### config.mk
export PLATFORM = sky130hd
export DESIGN_NAME = mod_pow_affine_decimal_core
export DESIGN_NICKNAME = d
export VERILOG_FILES = /design/src/design/mpad_pkg.sv /design/src/design/mpad_mulmod.sv /design/src/design/mpad_seq.sv /design/src/design/mod_pow_affine_decimal_core.sv
export SDC_FILE = /design/constraint.sdc
export NUM_CORES = 2
export LEC_CHECK = 0
export ABC_AREA = 1
export BUFFER_PORTS_ARGS = -buffer_cell sky130_fd_sc_hd__buf_2
export CORE_MARGIN = 1
export CORE_UTILIZATION = 40
export DETAILED_ROUTE_END_ITERATION = 10
export PLACE_DENSITY_LB_ADDON = 0.1
export SETUP_SLACK_MARGIN = 0.05
export SYNTH_ARGS = -nofsm -noshare
export SYNTH_HDL_FRONTEND = slang
export SYNTH_SLANG_ARGS = --single-unit
### constraint.sdc
create_clock -name clk -period 8.9 [get_ports clk]
set_input_delay 0.445 -clock clk [delete_from_list [all_inputs] [get_ports clk]]
set_output_delay 0.445 -clock clk [all_outputs]
set_load 0.01 [all_outputs]
### src/design/mpad_pkg.sv
// Shared types, widths and constants for the modular power block.
// No dependencies; imported by every module of the block.
`timescale 1ns / 1ps
`default_nettype none

package mpad_pkg;

  localparam int MAX_DIGITS = 18;
  localparam int DIGIT_W    = 5;
  localparam int VAL_W      = 60;   // holds any residue below 10^18
  localparam int OPB_W      = 63;   // multiplier operand, wide enough for a raw input
  localparam int MUL_STEPS  = OPB_W;
  localparam int CNT_W      = $clog2(MUL_STEPS);

  typedef logic [VAL_W-1:0]   val_t;
  typedef logic [OPB_W-1:0]   opb_t;
  typedef logic [DIGIT_W-1:0] digit_t;

  // Request to the modular multiply unit: result = (a * b) mod m.
  typedef struct packed {
    logic start;
    val_t a;
    opb_t b;
  } mul_req_t;

  typedef struct packed {
    logic done;
    val_t result;
  } mul_rsp_t;

  // Sequencer status toward the top level.
  typedef struct packed {
    logic idle;
    logic res_valid;
    val_t res;
  } seq_stat_t;

  function automatic digit_t clamp_digits(input digit_t d);
    digit_t c;
    c = d;
    if (d == '0) begin
      c = digit_t'(1);
    end else if (d > digit_t'(MAX_DIGITS)) begin
      c = digit_t'(MAX_DIGITS);
    end
    return c;
  endfunction

  function automatic val_t pow10(input digit_t d);
    val_t v;
    case (d)
      5'd1:    v = 60'd10;
      5'd2:    v = 60'd100;
      5'd3:    v = 60'd1000;
      5'd4:    v = 60'd10000;
      5'd5:    v = 60'd100000;
      5'd6:    v = 60'd1000000;
      5'd7:    v = 60'd10000000;
      5'd8:    v = 60'd100000000;
      5'd9:    v = 60'd1000000000;
      5'd10:   v = 60'd10000000000;
      5'd11:   v = 60'd100000000000;
      5'd12:   v = 60'd1000000000000;
      5'd13:   v = 60'd10000000000000;
      5'd14:   v = 60'd100000000000000;
      5'd15:   v = 60'd1000000000000000;
      5'd16:   v = 60'd10000000000000000;
      5'd17:   v = 60'd100000000000000000;
      5'd18:   v = 60'd1000000000000000000;
      default: v = 60'd10;
    endcase
    return v;
  endfunction

endpackage

`default_nettype wire

### src/design/mpad_mulmod.sv
// Bit-serial modular multiplier: one double-and-add step per cycle, MSB of b first.
// Depends on mpad_pkg.
`timescale 1ns / 1ps
`default_nettype none

module mpad_mulmod (
  input  logic              clk,
  input  logic              rst,
  input  mpad_pkg::val_t    modulus,
  input  mpad_pkg::mul_req_t req,
  output mpad_pkg::mul_rsp_t rsp
);
  import mpad_pkg::*;

  logic             busy;
  logic             done;
  logic [CNT_W-1:0] cnt;
  val_t             r;
  val_t             a;
  opb_t             b;

  logic [VAL_W:0] dbl, dbl_red, add, add_red, m_ext;
  val_t           r_next;

  // r <- 2r mod m, then + a mod m when the current bit of b is set
  always_comb begin
    m_ext   = {1'b0, modulus};
    dbl     = {r, 1'b0};
    dbl_red = (dbl >= m_ext) ? dbl - m_ext : dbl;
    add     = dbl_red + {1'b0, a};
    add_red = (add >= m_ext) ? add - m_ext : add;
    r_next  = b[OPB_W-1] ? add_red[VAL_W-1:0] : dbl_red[VAL_W-1:0];
  end

  always_ff @(posedge clk) begin
    if (rst) begin
      busy <= 1'b0;
      done <= 1'b0;
      cnt  <= '0;
    end else begin
      done <= 1'b0;
      if (req.start) begin
        busy <= 1'b1;
        cnt  <= '0;
      end else if (busy) begin
        cnt <= cnt + CNT_W'(1);
        if (cnt == CNT_W'(MUL_STEPS - 1)) begin
          busy <= 1'b0;
          done <= 1'b1;
        end
      end
    end
  end

  always_ff @(posedge clk) begin
    if (req.start) begin
      r <= '0;
      a <= req.a;
      b <= req.b;
    end else if (busy) begin
      r <= r_next;
      b <= {b[OPB_W-2:0], 1'b0};
    end
  end

  assign rsp.done   = done;
  assign rsp.result = r;

  a_no_restart : assert property (@(posedge clk) disable iff (rst)
    req.start |-> !busy)
    else $error("mulmod started while busy");

  a_result_reduced : assert property (@(posedge clk) disable iff (rst)
    done |-> (r < modulus))
    else $error("mulmod result not reduced");

  a_done_after_busy : assert property (@(posedge clk) disable iff (rst)
    done |-> $past(busy))
    else $error("mulmod done without a run");

endmodule

`default_nettype wire

### src/design/mpad_seq.sv
// Sequencer for square-and-multiply: drives the shared modular multiplier
// through reduce, per-bit multiply/square, final multiply and +1. Depends on mpad_pkg.
`timescale 1ns / 1ps
`default_nettype none

module mpad_seq (
  input  logic               clk,
  input  logic               rst,
  input  logic               start,
  input  mpad_pkg::opb_t     multiplier,
  input  mpad_pkg::opb_t     exponent,
  input  mpad_pkg::digit_t   digits,
  input  logic               take,
  input  mpad_pkg::mul_rsp_t rsp,
  output mpad_pkg::mul_req_t req,
  output mpad_pkg::val_t     modulus,
  output mpad_pkg::seq_stat_t stat
);
  import mpad_pkg::*;

  localparam logic [2:0] S_IDLE = 3'd0;
  localparam logic [2:0] S_RED  = 3'd1;
  localparam logic [2:0] S_BIT  = 3'd2;
  localparam logic [2:0] S_ACC  = 3'd3;
  localparam logic [2:0] S_SQ   = 3'd4;
  localparam logic [2:0] S_FIN  = 3'd5;
  localparam logic [2:0] S_OUT  = 3'd6;

  logic [2:0] state, state_next;
  opb_t       e;
  val_t       a_red, acc, sq, res, mod_val;
  logic [VAL_W:0] inc;

  always_comb begin
    state_next = state;
    req.start  = 1'b0;
    req.a      = acc;
    req.b      = OPB_W'(sq);
    unique case (state)
      S_IDLE: begin
        if (start) begin
          // reduce A by multiplying with one
          req.start  = 1'b1;
          req.a      = val_t'(1);
          req.b      = multiplier;
          state_next = S_RED;
        end
      end
      S_RED: begin
        if (rsp.done) state_next = S_BIT;
      end
      S_BIT: begin
        req.start = 1'b1;
        if (e == '0) begin
          req.a      = a_red;
          req.b      = OPB_W'(acc);
          state_next = S_FIN;
        end else if (e[0]) begin
          state_next = S_ACC;
        end else begin
          req.a      = sq;
          state_next = S_SQ;
        end
      end
      S_ACC: begin
        if (rsp.done) begin
          req.start  = 1'b1;
          req.a      = sq;
          state_next = S_SQ;
        end
      end
      S_SQ: begin
        if (rsp.done) state_next = S_BIT;
      end
      S_FIN: begin
        if (rsp.done) state_next = S_OUT;
      end
      S_OUT: begin
        if (take) state_next = S_IDLE;
      end
      default: state_next = S_IDLE;
    endcase
    // S_ACC squares with the fresh sq operand, not acc
    if (state == S_ACC) req.b = OPB_W'(sq);
  end

  assign inc = {1'b0, rsp.result} + (VAL_W + 1)'(1);

  always_ff @(posedge clk) begin
    if (rst) begin
      state <= S_IDLE;
    end else begin
      state <= state_next;
    end
  end

  always_ff @(posedge clk) begin
    unique case (state)
      S_IDLE: begin
        if (start) begin
          e       <= exponent;
          mod_val <= pow10(digits);
        end
      end
      S_RED: begin
        if (rsp.done) begin
          a_red <= rsp.result;
          acc   <= val_t'(1);
          sq    <= val_t'(2);
        end
      end
      S_ACC: begin
        if (rsp.done) acc <= rsp.result;
      end
      S_SQ: begin
        if (rsp.done) begin
          sq <= rsp.result;
          e  <= {1'b0, e[OPB_W-1:1]};
        end
      end
      S_FIN: begin
        if (rsp.done) begin
          res <= (inc >= {1'b0, mod_val}) ? VAL_W'(inc - {1'b0, mod_val}) : VAL_W'(inc);
        end
      end
      default: begin
      end
    endcase
  end

  assign modulus        = mod_val;
  assign stat.idle      = (state == S_IDLE);
  assign stat.res_valid = (state == S_OUT);
  assign stat.res       = res;

  a_operands_reduced : assert property (@(posedge clk) disable iff (rst)
    (state == S_BIT) |-> (acc < mod_val) && (sq < mod_val) && (a_red < mod_val))
    else $error("working values not reduced");

  a_exp_shifts : assert property (@(posedge clk) disable iff (rst)
    (state == S_SQ) && rsp.done |=> (e == {1'b0, $past(e[OPB_W-1:1])}))
    else $error("exponent did not advance");

  a_result_reduced : assert property (@(posedge clk) disable iff (rst)
    (state == S_OUT) |-> (res < mod_val))
    else $error("residue not reduced");

endmodule

`default_nettype wire

### src/design/mod_pow_affine_decimal_core.sv
// Top level: (A * 2^B + 1) mod 10^n with config register, input/output handshakes.
// Depends on mpad_pkg, mpad_mulmod, mpad_seq.
`timescale 1ns / 1ps
`default_nettype none

// Returns the last n decimal digits of multiplier * 2^exponent + 1, with n taken
// from digit_count (0 reads as 1, above 18 reads as 18). One item is worked at a
// time; in_stall stays high until its result is handed to the output register.
// All arithmetic runs on a single bit-serial modular multiplier; each product
// takes 63 double-and-add steps before done is raised. The sequencer visits its
// bit state once per exponent bit and once more to start the final multiply. An
// item needs one product to reduce A, one square per exponent bit, one multiply
// per set bit and a final multiply by A, so the bit length of the exponent and
// its count of set bits decide how many products run. The next item can be
// accepted in the cycle out_valid rises. The worst case is an all-ones 63-bit
// exponent.
module mod_pow_affine_decimal_core (
  input  logic                 clk,
  input  logic                 rst,
  input  logic                 in_valid,
  output logic                 in_stall,
  input  mpad_pkg::opb_t       multiplier,
  input  mpad_pkg::opb_t       exponent,
  output logic                 out_valid,
  input  logic                 out_stall,
  output mpad_pkg::val_t       residue,
  input  logic                 cfg_valid,
  output logic                 cfg_ready,
  input  mpad_pkg::digit_t     digit_count
);
  import mpad_pkg::*;

  digit_t    dc;
  mul_req_t  req;
  mul_rsp_t  rsp;
  val_t      modulus;
  seq_stat_t stat;
  logic      in_fire, take;

  assign cfg_ready = 1'b1;
  assign in_stall  = !stat.idle;
  assign in_fire   = in_valid && stat.idle;
  // load the output register when it is empty or being drained this cycle
  assign take      = stat.res_valid && (!out_valid || !out_stall);

  always_ff @(posedge clk) begin
    if (rst) begin
      dc <= digit_t'(10);
    end else if (cfg_valid && cfg_ready) begin
      dc <= digit_count;
    end
  end

  always_ff @(posedge clk) begin
    if (rst) begin
      out_valid <= 1'b0;
    end else if (take) begin
      out_valid <= 1'b1;
    end else if (!out_stall) begin
      out_valid <= 1'b0;
    end
  end

  always_ff @(posedge clk) begin
    if (take) residue <= stat.res;
  end

  mpad_seq u_seq (
    .clk        (clk),
    .rst        (rst),
    .start      (in_fire),
    .multiplier (multiplier),
    .exponent   (exponent),
    .digits     (clamp_digits(dc)),
    .take       (take),
    .rsp        (rsp),
    .req        (req),
    .modulus    (modulus),
    .stat       (stat)
  );

  mpad_mulmod u_mul (
    .clk     (clk),
    .rst     (rst),
    .modulus (modulus),
    .req     (req),
    .rsp     (rsp)
  );

  a_one_item : assert property (@(posedge clk) disable iff (rst)
    in_fire |=> !stat.idle)
    else $error("accepted item did not start");

  a_take_loads : assert property (@(posedge clk) disable iff (rst)
    take |=> out_valid && (residue == $past(stat.res)))
    else $error("result not loaded");

  a_no_overwrite : assert property (@(posedge clk) disable iff (rst)
    out_valid && out_stall |=> $stable(residue))
    else $error("pending result overwritten");

endmodule

`default_nettype wire
* After elaboration in Yosys (flattened, before gate mapping)
Memory sizes are Yosys's and may differ from the RTL's. A register that Yosys moved wholly into a read port is not among the register bits. Cells that the tools add are included.
Operators by class: eq/ne operators 15, bitwise gates (word level) 1, reduce and logical (&&, ||, !) cells 23, order comparisons 4, add/subtract/negate cells 6, muxes and demuxes 38
Operators by type and width (count):
- 2-to-1 mux 60 bit | 9
- 2-to-1 mux 63 bit | 5
- case mux 63 bit (2 select lines) | 2
- case mux 60 bit (2 select lines) | 2
- >= comparator 61 x 60 -> 1 bit | 3
- case mux 61 bit (3 select lines) | 1
- 2-to-1 mux 124 bit | 1
- 2-to-1 mux 61 bit | 2
- subtractor 60 bit | 2
- zero test 63 bit | 1
- adder 60 x 1 -> 61 bit, second input constant | 1
- adder 61 x 60 -> 61 bit | 1
- subtractor 61 x 60 -> 61 bit | 1
- 2-to-1 mux 3 bit | 7
- case mux 3 bit (6 select lines) | 1
- inequality test 2 x 1 -> 1 bit, second input constant | 8
- 2-to-1 mux 5 bit | 2
- equality test 3 bit, second input constant | 3
- AND reduction 3 bit | 3
- nonzero test 2 bit | 4
- adder 6 x 1 -> 6 bit, second input constant | 1
- equality test 3 x 2 -> 1 bit, second input constant | 2
- equality test 6 bit, second input constant | 1
- 2-to-1 mux 1 bit | 6
- other kinds (12) | 18
Storage, ports and cells: memories 1, register bits after elaboration 623, memory bits (read-only) 1760, input port bits 136
Memories:
- (no name shown) | words 32, width 55, read ports 1, clocked after memory_dff 1, wr ports 0, line mpad_pkg.sv:51 | case (d)

* Logic depth before layout (Yosys ltp)
word-level depth 6, mapped depth 58, depth with buffers taken out 56

* Hierarchy
A second synthesis with hierarchy kept.
Second synthesis, totals: cells, all modules 6989, area total of the unflattened synthesis 48933.2 sq um
By module, submodules not included:
- mpad_seq | sequential area each 10660.2 sq um, times used 1, area an instance 23510.0 sq um, cells an instance 2943
- mpad_mulmod | sequential area each 5054.8 sq um, times used 1, area an instance 23327.4 sq um, cells an instance 3940
- mod_pow_affine_decimal_core | sequential area each 1921.8 sq um, times used 1, area an instance 2095.8 sq um, cells an instance 106

* Least setup slack after synthesis
Ideal clock, no wire load.
path kind register to register, start point register u_mul.r[0], end point register u_mul.r[31], path buffers 2, library setup time 0.228 ns, required time 8.672 ns, setup slack 2.360 ns, arrival time 6.313 ns, cell stages (with the launch flop) 51, path through dfxtp_1 -> inv_1 -> ha_1 -> inv_1 -> fa_1 -> nand2_1 -> inv_1 -> nand2_1 -> nand2_1 -> nand3_1 -> nand3_1 -> nand2_1 -> nand2_1 -> nand2_1 -> nand3_1 -> clkinv_1 -> clkbuf_1 -> nand2_1 -> [... 15 more ...] -> inv_1 -> ha_1 -> nand2_1 -> nor2_1 -> nand2_1 -> nor4_1 -> nand3_1 -> nor2_1 -> nand4_1 -> nor2_1 -> nor2_1 -> nand2_1 -> clkinv_1 -> buf_2 -> nand2_1 -> nand3_1 -> nand2_1 -> o21ai_0
On the way: longest elaborated chain between the ends 6, elaborated cells on any way between the ends 8
Ends and longest elaborated chain:
- start, declared | line mpad_mulmod.sv:18 | val_t r;
- start signal, assigned | line mpad_mulmod.sv:61 | r <= r_next;
- subtractor 61 x 60 -> 61 bit / >= comparator 61 x 60 -> 1 bit (equally long branches) | line mpad_mulmod.sv:29 | dbl_red = (dbl >= m_ext) ? dbl - m_ext : dbl;
- 2-to-1 mux 61 bit (*) | line mpad_mulmod.sv:29
- adder 61 x 60 -> 61 bit | line mpad_mulmod.sv:30 | add = dbl_red + {1'b0, a};
- subtractor 60 bit / >= comparator 61 x 60 -> 1 bit (equally long branches) | line mpad_mulmod.sv:31 | add_red = (add >= m_ext) ? add - m_ext : add;
- 2-to-1 mux 60 bit | line mpad_mulmod.sv:31
- 2-to-1 mux 60 bit (*) | line mpad_mulmod.sv:32 | r_next = b[OPB_W-1] ? add_red[VAL_W-1:0] : dbl_red[VAL_W-1:0];
Every way passes the cells marked *; elsewhere a longest branch is shown, timed or not. A chain may end at the register's enable or synchronous reset.

* Worst setup path in the final report
start point register u_seq.mod_val[12], in the netlist u_seq.modulus[12], end point register u_mul.r[37]
On the way: longest elaborated chain between the ends 6, elaborated cells on any way between the ends 8
Ends and longest elaborated chain:
- start, declared | line mpad_seq.sv:31 | val_t a_red, acc, sq, res, mod_val;
- subtractor 61 x 60 -> 61 bit / >= comparator 61 x 60 -> 1 bit (equally long branches) | line mpad_mulmod.sv:29
- 2-to-1 mux 61 bit | line mpad_mulmod.sv:29
- adder 61 x 60 -> 61 bit | line mpad_mulmod.sv:30
- subtractor 60 bit / >= comparator 61 x 60 -> 1 bit (equally long branches) | line mpad_mulmod.sv:31
- 2-to-1 mux 60 bit | line mpad_mulmod.sv:31
- 2-to-1 mux 60 bit (*) | line mpad_mulmod.sv:32
Marked as above.

==> results.tsv <==
metric	value	unit
setup_viol	0	
min_period_over_period	93.5	%
yosys_warnings	0	
whs_endpoint	dc[3]	
num_rows	120	
via_per_inst	5.59	
worstPathRequired	9420	ps
synth_compound_area_share	13.9	%
numCtsBuffers	76	
rsz0062_at_grt	no	
finalWorstSetupSlack	578	ps
worst_clock_skew	40.9	ps
cp_max_fo	34	
synth_mux_area_share	0	%
clockBufferDepth	3	
hold-path-cell-count	2	
status	finished clean	
coreArea	108000	um^2
first_pass_iters	6	
fmax	0.120	GHz
remaining_drc_errors	0	
start_util	40.6	%
htreeDepth	3	
io_pins	199	
rr_worst_depth	42	
dieWidth	333	um
crit_family	simple AND/OR/NAND/NOR gates	
yosys-top-cells-area	edfxtp_1 (37%), nand2_1 (13%), ha_1 (6.8%), inv_1 (5.9%), nor2_1 (5.3%)	
synth_top_family_by_area	simple AND/OR/NAND/NOR gates	
synth_xor_xnor_area_share	5.11	%
netlist_instances	5819	
path_class	register to register	
hold_ws	34.6	ps
cts_setup_buffers	0	
die-area	111000	um^2
cpPeakStageDelay	660	ps
cpMostUsedCell	nand2_1	
postRouteAntennaNets	0	
ys_seq_elements	613	
worst_pin_slew	1220	ps
dp_slack	324	ps
port_buffers	197	
setup_tns	0	ps
drt_wl_total	183000	um
ys_seq_area_share	40.3	%
synthFlopType	edfxtp_1	
synth_edf_count	536	
worstHoldPathType	input port to register	
grt_use_total	32.3	%
clkTransAtPathRegs	60	ps
cts.sink_count	613	
antenna_found_initial	8	
synthArstFlopShare	0	%
syn-cell-area	43700	um^2
synthSimpleGateAreaFrac	26.0	%
drive_gt1_share	8.57	%
dp_hpwl	145000	um
grt_pass1_wl	263000	um
area_growth	13.6	%
wl_per_cell	24.3	um
r2r_setup_slack	580	ps
yosysUniqueCellTypes	61	
crit_buf_inv	7	
synth.avg_cell_area	7.51	um^2
rr_startpoint	u_seq.modulus[12]	
num_vias	42000	
hold_start	cfg_valid	
grt_pass1_vias	40100	
startpoint_type	register	
slowest_stage	o21ai_0	
clock_latency	680	ps
gp_congestion	1.01	
root_buffer	clkbuf_16	
slew_violations	0	
globalRouteOverflowTotal	0	
arrival	8840	ps
die_h	333	um
synth_adder_area_share	6.94	%
nets	6429	
cts_tree	built	
synth_area_leader_cell	edfxtp_1	
reg2reg_to	u_mul.r[37]	
drtIter0Drc	4285	
synth_top_cell_area_share	36.8	%
grt_start_max_net_pins	76	
syn_nets	6195	
fin_util	46.1	%
finalCriticalPeriod	8320	ps
crit_path_end_kind	register	
max-slew-margin-rel	18.6	%
drv_cap	0	
hold_viol_final	0	
[repair_timing]
action / 4_1_cts / 5_1_grt
hold endpoints to repair: 2 / 0
setup endpoints to repair: 0 / 59
resized for setup: 0 / 16
hold buffers: 2 / 0
[cell type report]
| type | count | area, um^2 |
|---|---|---|
| timing repair buffer | 336 | 2070 |
| tap | 1403 | 1760 |
| fill | 11200 | 58000 |
| clock buffer | 88 | 1980 |
| antenna | 4 | 10.0 |
| sequential | 613 | 17600 |
| multi-input combinational | 4330 | 22900 |
| inverter | 696 | 2620 |
| clock inverter | 52 | 696 |
[metrics by stage]
| step | cells | area [um^2] |
|---|---|---|
| 2_1_floorplan | 5819 | 43700 |
| 3_3_place_gp | 7376 | 46900 |
| 3_5_place_dp | 7376 | 46900 |
| 4_1_cts | 7518 | 49600 |
| 5_1_grt | 7520 | 49700 |
| 6_report | 7522 | 49700 |
[layer usage]
metal | vias to the layer above | GRT usage (%) | wire, um
met4 | 4 | 14.3 | 9060
met1 | 20000 | 41.7 | 77400
met5 | - | 0 | 16
met2 | 1525 | 53.6 | 85300
li1 | 20100 | - | -
met3 | 320 | 4.48 | 11100
[worst reg2reg max path, delay by kind of cell, from the launching register on]
family	cells	cell delay, ps
XOR/XNOR	2	580
adder cells (fa/ha/maj)	3	1140
AND/OR/NAND/NOR	24	3790
flip-flops	1	320
buffers and inverters	7	890
AO/OA/AOI/OAI	6	1430
[cell usage in the layout (no fill, tap or decap), types with 12 or more instances in the layout]
master,instances
clkinv_1,15
ha_1,236
a21oi_1,423
nand2_1,1557
xnor2_1,81
a32oi_1,16
o21ai_1,56
o211ai_1,19
bufinv_16,12
nand3_1,328
edfxtp_1,536
clkbuf_16,76
nand3b_1,15
a21o_1,25
o22ai_1,13
a31oi_1,102
o21ai_0,300
buf_2,197
o21bai_1,30
buf_4,134
nand4_1,84
o221ai_1,15
xor2_1,169
nor4_1,40
nor2_1,610
nor3_1,61
dfxtp_1,77
inv_1,679
clkinv_2,13
o21a_1,23
[state kept, by name (all words and copies together), names as in the netlist]
register       count
u_mul.r           60
dc                 5
u_mul.a           60
u_seq.acc         60
u_seq.modulus     50
u_seq.res         60
residue           60
u_seq.state        3
u_seq.sq          60
u_mul.b           63
u_mul.done         1
u_mul.busy         1
u_seq.a_red       60
out_valid          1
u_seq.e           63
u_mul.cnt          6
[cells by family after synthesis]
kind of cell	Yosys count
XOR/XNOR	253
AND/OR/NAND/NOR	2755
flip-flops	613
AO/OA/AOI/OAI	1081
buffers and inverters	876
other	1
adder cells (fa/ha/maj)	240
[worst max path at each step]
stage,depth (start not counted),slack (ps),start,to
CTS,40,280,u_seq.modulus[12],u_mul.r[31]
global route,49,60,u_mul.r[0],u_mul.r[10]
global placement,40,310,u_mul.r[18],u_mul.r[8]
floorplan,50,2360,u_mul.r[0],u_mul.r[31]
detailed placement,45,320,u_mul.r[0],u_mul.r[9]
finish,42,580,u_seq.modulus[12],u_mul.r[37]
[cell usage after synthesis (4+ instances only)]
cell and instances:
o21a_1 23, a21o_1 25, dfxtp_1 77, xnor2_1 83
a21boi_0 10, nand2_2 6, clkinv_1 7, buf_2 18
o21ai_1 53, a211oi_1 4, nor3_1 63, nand3b_1 15
nor4_1 41, inv_1 684, edfxtp_1 536, o21bai_1 31
o21ai_0 305, nand3_1 330, nor2_1 615, or2_2 8
a32oi_1 16, ha_1 236, o221ai_1 15, o31ai_1 12
nand4_1 84, xor2_1 169, and3_1 7, a31oi_1 102
nor2_4 5, buf_1 12, o22ai_1 13, o211ai_1 19
a21oi_1 425, clkbuf_1 144, nor2_2 8, a221oi_1 11
inv_2 5, nand2_1 1560, and2_1 4, fa_1 4
Power is left out: the tool's default activity adds up to more than one toggle a clock period on the data nets, which glitch-free logic cannot reach.
